$ cat config.mk
export PLATFORM = sky130hd
export DESIGN_NAME = vas_cordic
export DESIGN_NICKNAME = d
export VERILOG_FILES = /design/src/rtl/vector_angle_to_steer_command_unit_defines.svh /design/src/rtl/vas_pkg.sv /design/src/rtl/vas_cordic.sv
export SDC_FILE = /design/constraint.sdc
export NUM_CORES = 2
export LEC_CHECK = 0
export BUFFER_PORTS_ARGS = -buffer_cell sky130_fd_sc_hd__buf_2
export CELL_PAD_IN_SITES_DETAIL_PLACEMENT = 1
export CELL_PAD_IN_SITES_GLOBAL_PLACEMENT = 1
export CORE_UTILIZATION = 45
export CTS_CLUSTER_DIAMETER = 100
export DETAILED_ROUTE_END_ITERATION = 16
export PLACE_DENSITY = 0.83
export SYNTH_ARGS = -nofsm -noshare
export SYNTH_HDL_FRONTEND = slang
export SYNTH_SLANG_ARGS = --single-unit
export TNS_END_PERCENT = 50
$ cat constraint.sdc
create_clock -name clk -period 7.02 [get_ports clk]
set_input_delay 1.404 -clock clk [delete_from_list [all_inputs] [get_ports clk]]
set_output_delay 1.404 -clock clk [all_outputs]
set_load 0.005 [all_outputs]
$ cat src/rtl/vector_angle_to_steer_command_unit_defines.svh
// Assertion macros shared by the steering unit
`ifndef VECTOR_ANGLE_TO_STEER_COMMAND_UNIT_DEFINES_SVH
`define VECTOR_ANGLE_TO_STEER_COMMAND_UNIT_DEFINES_SVH

// Implication checked on every rising clock edge outside reset
`define VAS_ASSERT_IMPL(label, clk, rst_n, pre, post, msg) \
	label: assert property (@(posedge clk) disable iff (!rst_n) (pre) |-> (post)) \
		else $error(msg);

// Next-cycle implication checked outside reset
`define VAS_ASSERT_NEXT(label, clk, rst_n, pre, post, msg) \
	label: assert property (@(posedge clk) disable iff (!rst_n) (pre) |=> (post)) \
		else $error(msg);

`endif

$ cat src/rtl/vas_pkg.sv
package vas_pkg;
	localparam int TABLE_LEN = 24;
	localparam logic [0:0] CFG_GAIN  = 1'b0;
	localparam logic [0:0] CFG_LIMIT = 1'b1;
	localparam logic [15:0] GAIN_RESET  = 16'd37540;
	localparam logic [14:0] LIMIT_RESET = 15'd9532;

	// atan(2^-i) as a fraction of a full turn, scaled by 2^32
	function automatic logic [31:0] atan_turn(input logic [4:0] i);
		logic [31:0] r;
		begin
			case (i)
				5'd0: r = 32'd536870912;  5'd1: r = 32'd316933406;
				5'd2: r = 32'd167458907;  5'd3: r = 32'd85004756;
				5'd4: r = 32'd42667331;   5'd5: r = 32'd21354465;
				5'd6: r = 32'd10679838;   5'd7: r = 32'd5340245;
				5'd8: r = 32'd2670163;    5'd9: r = 32'd1335087;
				5'd10: r = 32'd667544;    5'd11: r = 32'd333772;
				5'd12: r = 32'd166886;    5'd13: r = 32'd83443;
				5'd14: r = 32'd41722;     5'd15: r = 32'd20861;
				5'd16: r = 32'd10430;     5'd17: r = 32'd5215;
				5'd18: r = 32'd2608;      5'd19: r = 32'd1304;
				5'd20: r = 32'd652;       5'd21: r = 32'd326;
				5'd22: r = 32'd163;       5'd23: r = 32'd81;
				default: r = 32'd0;
			endcase
			return r;
		end
	endfunction
endpackage

$ cat src/rtl/vas_cordic.sv
// Pipelined CORDIC vectoring: one micro-rotation per stage, advancing on en
module vas_cordic import vas_pkg::*; #(
	parameter int CW = 16,
	parameter int ITER = 16
) (
	input  logic                 clk,
	input  logic                 en,
	input  logic signed [CW-1:0] x,
	input  logic signed [CW-1:0] y,
	output logic [31:0]          dir
);
	// grows by about one bit over the rotations, plus sign of negation
	localparam int W = CW + 3;
	localparam int N = (ITER < TABLE_LEN) ? ITER : TABLE_LEN;

	logic signed [W-1:0] x_s [0:N];
	logic signed [W-1:0] y_s [0:N];
	logic [31:0]         a_s [0:N];

	// pre-rotate left half-plane by half a turn
	always_ff @(posedge clk) begin
		if (en) begin
			if (x < 0) begin
				x_s[0] <= -W'(x);
				y_s[0] <= -W'(y);
				a_s[0] <= 32'h8000_0000;
			end else begin
				x_s[0] <= W'(x);
				y_s[0] <= W'(y);
				a_s[0] <= 32'd0;
			end
		end
	end

	for (genvar i = 0; i < N; i++) begin : g_rot
		always_ff @(posedge clk) begin
			if (en) begin
				if (y_s[i] >= 0) begin
					x_s[i+1] <= x_s[i] + (y_s[i] >>> i);
					y_s[i+1] <= y_s[i] - (x_s[i] >>> i);
					a_s[i+1] <= a_s[i] + atan_turn(5'(i));
				end else begin
					x_s[i+1] <= x_s[i] - (y_s[i] >>> i);
					y_s[i+1] <= y_s[i] + (x_s[i] >>> i);
					a_s[i+1] <= a_s[i] - atan_turn(5'(i));
				end
			end
		end
	end

	assign dir = a_s[N];
endmodule
# [Word-level counts from Yosys, hierarchy flattened]
# Memories as Yosys holds them, arrays and structs flattened.
# Cells that the tools add are included.
[totals] ff_bits=0 ram_bits=1190 input_bits=34 output_inout_bits=32 elab_cells=321 n_memories=3
[memory_table] memory="a_s" depth=17 width=32 rd=17 rd_ports_with_merged_regs=0 wr=17 line_no="vas_cordic.sv:18" source="logic [31:0] a_s [0:N];"
[memory_table] memory="x_s" depth=17 width=19 rd=16 rd_ports_with_merged_regs=0 wr=17 line_no="vas_cordic.sv:16" source="logic signed [W-1:0] x_s [0:N];"
[memory_table] memory="y_s" depth=17 width=19 rd=16 rd_ports_with_merged_regs=0 wr=17 line_no="vas_cordic.sv:17" source="logic signed [W-1:0] y_s [0:N];"
[op_classes] addsub=97 magnitude_cmp=17 muxes=153 n_bitwise=51
[ops] operator="19-bit two-way mux" count=34
[ops] operator="32-bit two-way mux" count=17
[ops] operator="19-bit by 1-bit >= comparator with 1-bit output (second input constant)" count=16
[ops] operator="1-bit two-way mux" count=102
[ops] operator="1-bit OR" count=51
[ops] operator="19-bit by 10-bit adder with 19-bit output" count=2
[ops] operator="19-bit by 11-bit adder with 19-bit output" count=2
[ops] operator="19-bit by 12-bit adder with 19-bit output" count=2
[ops] operator="19-bit by 13-bit adder with 19-bit output" count=2
[ops] operator="19-bit by 14-bit adder with 19-bit output" count=2
[ops] operator="19-bit by 15-bit adder with 19-bit output" count=2
[ops] operator="19-bit by 16-bit adder with 19-bit output" count=2
[ops] operator="19-bit by 17-bit adder with 19-bit output" count=2
[ops] operator="19-bit by 18-bit adder with 19-bit output" count=2
[ops] operator="19-bit by 4-bit adder with 19-bit output" count=2
[ops] operator="19-bit by 5-bit adder with 19-bit output" count=2
[ops] operator="19-bit by 6-bit adder with 19-bit output" count=2
[ops] operator="19-bit by 7-bit adder with 19-bit output" count=2
[ops] operator="19-bit by 8-bit adder with 19-bit output" count=2
[ops] operator="19-bit by 9-bit adder with 19-bit output" count=2
[ops] operator="16-bit negation with 19-bit output" count=2
[ops] operator="19-bit by 10-bit subtractor with 19-bit output" count=2
[ops] operator="19-bit by 11-bit subtractor with 19-bit output" count=2
[ops] operator="19-bit by 12-bit subtractor with 19-bit output" count=2
[ops] operator="other kinds (47)" count=60

# [Logic depth before layout (Yosys ltp)]
[depth] ltp_word=5 depth_mapped=18 ltp_nobuf=17

# [Least setup slack after synthesis]
# OpenSTA, ideal clock, no wires.
[synth_timing] path_type="in2reg" from="input port en" to="memory a_s[5][30], data pin" setup_ns=0.262 arrival_ns=5.512 required_ns=6.758 path_slack_ns=1.247 path_stages=16 n_path_buf=3 cell_sequence="clkbuf_1 > clkbuf_1 > nand2_1 > inv_1 > buf_1 > ha_1 > nor2b_1 > o2111a_1 > o311a_1 > o211ai_1 > a21oi_1 > or3_1 > a31o_1 > a21oi_1 > o21ai_1 > xor2_1"
[synth_rtl] item="start: declaration" line_no="vas_cordic.sv:7" source="input logic en,"
[synth_rtl] item="end: declaration" line_no="vas_cordic.sv:18"

==> results.yml <==
drt:
  firstDrtPassIters: 5
  via_per_inst: 5.80
  avgRoutedWirePerCell_um: 19.8
  final_antenna_net_count: 0
  wl_met3_um: 5310
  drt_iter0_drc: 2774
  wl_um: 209000
  wl_met1_um: 81600
  num_vias: 61422
  wl_met2_um: 113000
  top_layer: "met4"
  drc: 0
yosys:
  syn_nets: 9119
  synth_top_family_by_area: "compound AO/OA/AOI/OAI gates"
  syn_inst: 8059
  synth_edf_count: 996
  yosys_warnings: 0
  synthMuxAreaShare_pct: 0.609
  ys.flop_type: "edfxtp_1"
  async_reset_ff_share_pct: 0
  synth_area_um2: 79500
  synth_compound_area_share_pct: 18.7
  yosys.area_share.simple_pct: 11.9
  synth_xor_area_share_pct: 11.9
  synthAdderAreaFrac_pct: 16.5
  syn_avg_cell_area_um2: 9.87
  synth-seq-cells: 996
  synth_cell_types: 92
  yosysSeqAreaShare_pct: 37.6
clocking:
  clkTransAtPathRegs_ns: 0.07
  cts_made_buffers: 116
  cts_root_buffer: "clkbuf_16"
  clkLatencyLatePin_ns: 0.79
  tritoncts: "yes"
  clockBufferDepth: 3
  htreeDepth: 3
  ctsHoldBuffers: 0
  ctsResizeCount: 0
  post-cts-setup-buffers: 0
  cts.sinks: 996
finish:
  fill_cells: 19631
  syn_to_final_growth_pct: 8.60
  fin_nets: 9223
  n_antenna_cell: 0
  final_area_um2: 86400
  drive_gt1_share_pct: 4.48
setup_path:
  cpMostUsedCell: "nand2_1"
  arrival_ns: 5.75
  worstPathCellList: "buf_8 > buf_4 > nand2_1 > buf_4 > clkinv_1 > mux2i_1 > fa_1 > nand2_1 > nand2_1 > a21oi_1 > o21bai_1 > a2111oi_1 > o311ai_1 > a2111o_1 > a31o_2 > a21oi_1 > xnor2_1"
  r2r-start: "y_s[10][18]"
  r2r-end: "a_s[11][29]"
  worst_r2r_path_depth: 13
  worstSetupPathType: "in2reg"
  slowest_stage: "a2111oi_1"
  cp-end-kind: "flop"
  cpPeakStageDelay_ns: 0.87
  path_buf_inv: 4
  required_ns: 7.56
  cp_top_family: "compound AO/OA/AOI/OAI gates"
  cp_max_fo: 39
  start_kind: "input port"
  reg2reg_slack_ns: 2.27
timing:
  finalHoldViolations: 0
  finalSetupViolations: 0
  max_slew.worst_pin.slew_ns: 1.41
  fin_hold_ws_ns: 0.431
  relSlewSlack_pct: 6.07
  clock_skew_ns: 0.0348
  fmax_mhz: 192
  fin_tns_setup_ns: 0
  slew_violations: 0
  setup_ws_ns: 1.81
  period_share_pct: 74.3
  rsz0062_at_grt: "no"
  fin_crit_ns: 5.21
min_path:
  min_from: "a_s[11][1]"
  hold_path_depth: 0
  min_to: "a_s[12][1]"
  min_path_type: "reg2reg"
grt:
  grt_max_degree: 203
  antenna_found_initial: 0
  grt_overflow: 0
  grt.total_usage_pct: 23.0
  first_global_vias: 66335
  grt_pass1_wl_um: 340000
floorplan:
  io_pins: 66
  rows: 153
  die_x_um: 422
  start_util_pct: 45.5
  die-area_um2: 178000
  fp.dieH_um: 422
  coreArea_um2: 175000
placement:
  io_buffers: 64
  placed_area_um2: 82700
  dp_slack_ns: 1.09
  dp.final_hpwl_um: 163000
  place.gp.congestion: 0.894
flow_run:
  maxCapViolCount: 0
run_status:
  status: "finished, final reports clean"
## flip-flops by register name, summed over array words and instances (netlist names)
name  flops
x_s     271
a_s     440
y_s     285
## metrics by stage
step | std cells | util, %
after global placement | 10370 | 47.4
after detailed placement | 10370 | 47.4
after global routing | 10587 | 49.5
final | 10587 | 49.5
after CTS | 10587 | 49.5
after floorplan | 8059 | -
## placed cells by master (no fill, tap or decap), types with 39 or more instances in the layout
master,instances
edfxtp_1,996
ha_1,987
a21oi_1,753
xnor2_1,718
nor2_1,650
nand2_1,470
inv_1,442
o21ai_0,389
xor2_1,358
a21o_1,341
nor3_1,169
nand3_1,146
o21bai_1,129
nor2b_1,123
clkbuf_16,116
o21a_1,103
nand2b_1,98
o31ai_1,86
and3_1,75
a31oi_1,67
buf_2,63
and2_1,56
buf_4,54
o41ai_1,51
a211oi_1,48
or3_1,46
o211ai_1,43
fa_1,39
## layer usage
metal  global-route usage, %  vias to the layer above
li1                        -                    29904
met1                    24.6                    30024
met2                    44.9                     1008
met3                    2.48                      486
met4                    9.82                        0
met5                       0                        -
## cell usage after synthesis, drive strengths merged, types with 12 or more instances
library cell	count	area, um2
a2111oi	18	160
a211o	17	149
a211oi	49	373
a21boi	45	338
a21o	341	2560
a21oi	754	3780
a221o	13	130
a221oi	17	149
a311oi	14	135
a31o	23	201
a31oi	69	444
a41oi	20	175
and2	56	350
and3	75	469
and4	12	105
buf	19	76.3
clkbuf	116	435
edfxtp	996	29900
fa	39	781
ha	987	12300
inv	444	1670
mux2i	36	360
nand2	470	1760
nand2b	98	613
nand3	146	731
nand3b	17	128
nand4	29	181
nor2	650	2440
nor2b	123	769
nor3	169	846
nor3b	14	105
nor4	36	225
o2111ai	16	140
o211ai	43	323
o21a	103	773
o21ai	421	2110
o21bai	129	968
o22ai	12	75.1
o31ai	88	679
o41ai	52	474
or2	29	181
or3	46	288
or4	14	105
xnor2	718	6290
xor2	358	3140
## final cells by class
| class | count | area (um2) | area share (%) |
|---|---|---|---|
| clock buffers | 137 | 2980 | 3.45 |
| well taps | 2325 | 2910 | 3.37 |
| multi-input cells | 6475 | 47400 | 54.9 |
| clock inverters | 80 | 663 | 0.768 |
| repair buffers | 121 | 796 | 0.922 |
| inverters | 453 | 1700 | 1.97 |
| flip-flops and latches | 996 | 29900 | 34.6 |
## how the worst max path moves through the flow
stage	startpoint	to	slack (ns)	depth (start not counted)
finish	en	x_s[4][18]	1.81	17
global route	en	y_s[4][17]	1.66	18
CTS	en	x_s[4][18]	1.95	17
detailed placement	en	x_s[4][18]	1.09	17
global placement	en	a_s[11][29]	1.24	14
floorplan	en	a_s[5][30]	1.25	16
## logic make-up after synthesis
| kind of cell | count (synthesis) |
|---|---|
| buf+inv | 588 |
| mux | 47 |
| fa+ha+maj | 1026 |
| flops | 996 |
| compound gates | 2322 |
| other cells | 1 |
| xor+xnor | 1076 |
| simple gates | 2003 |
Power is not shown: default switching activity piles up to over one toggle a cycle in this logic, so the estimate is an artifact.
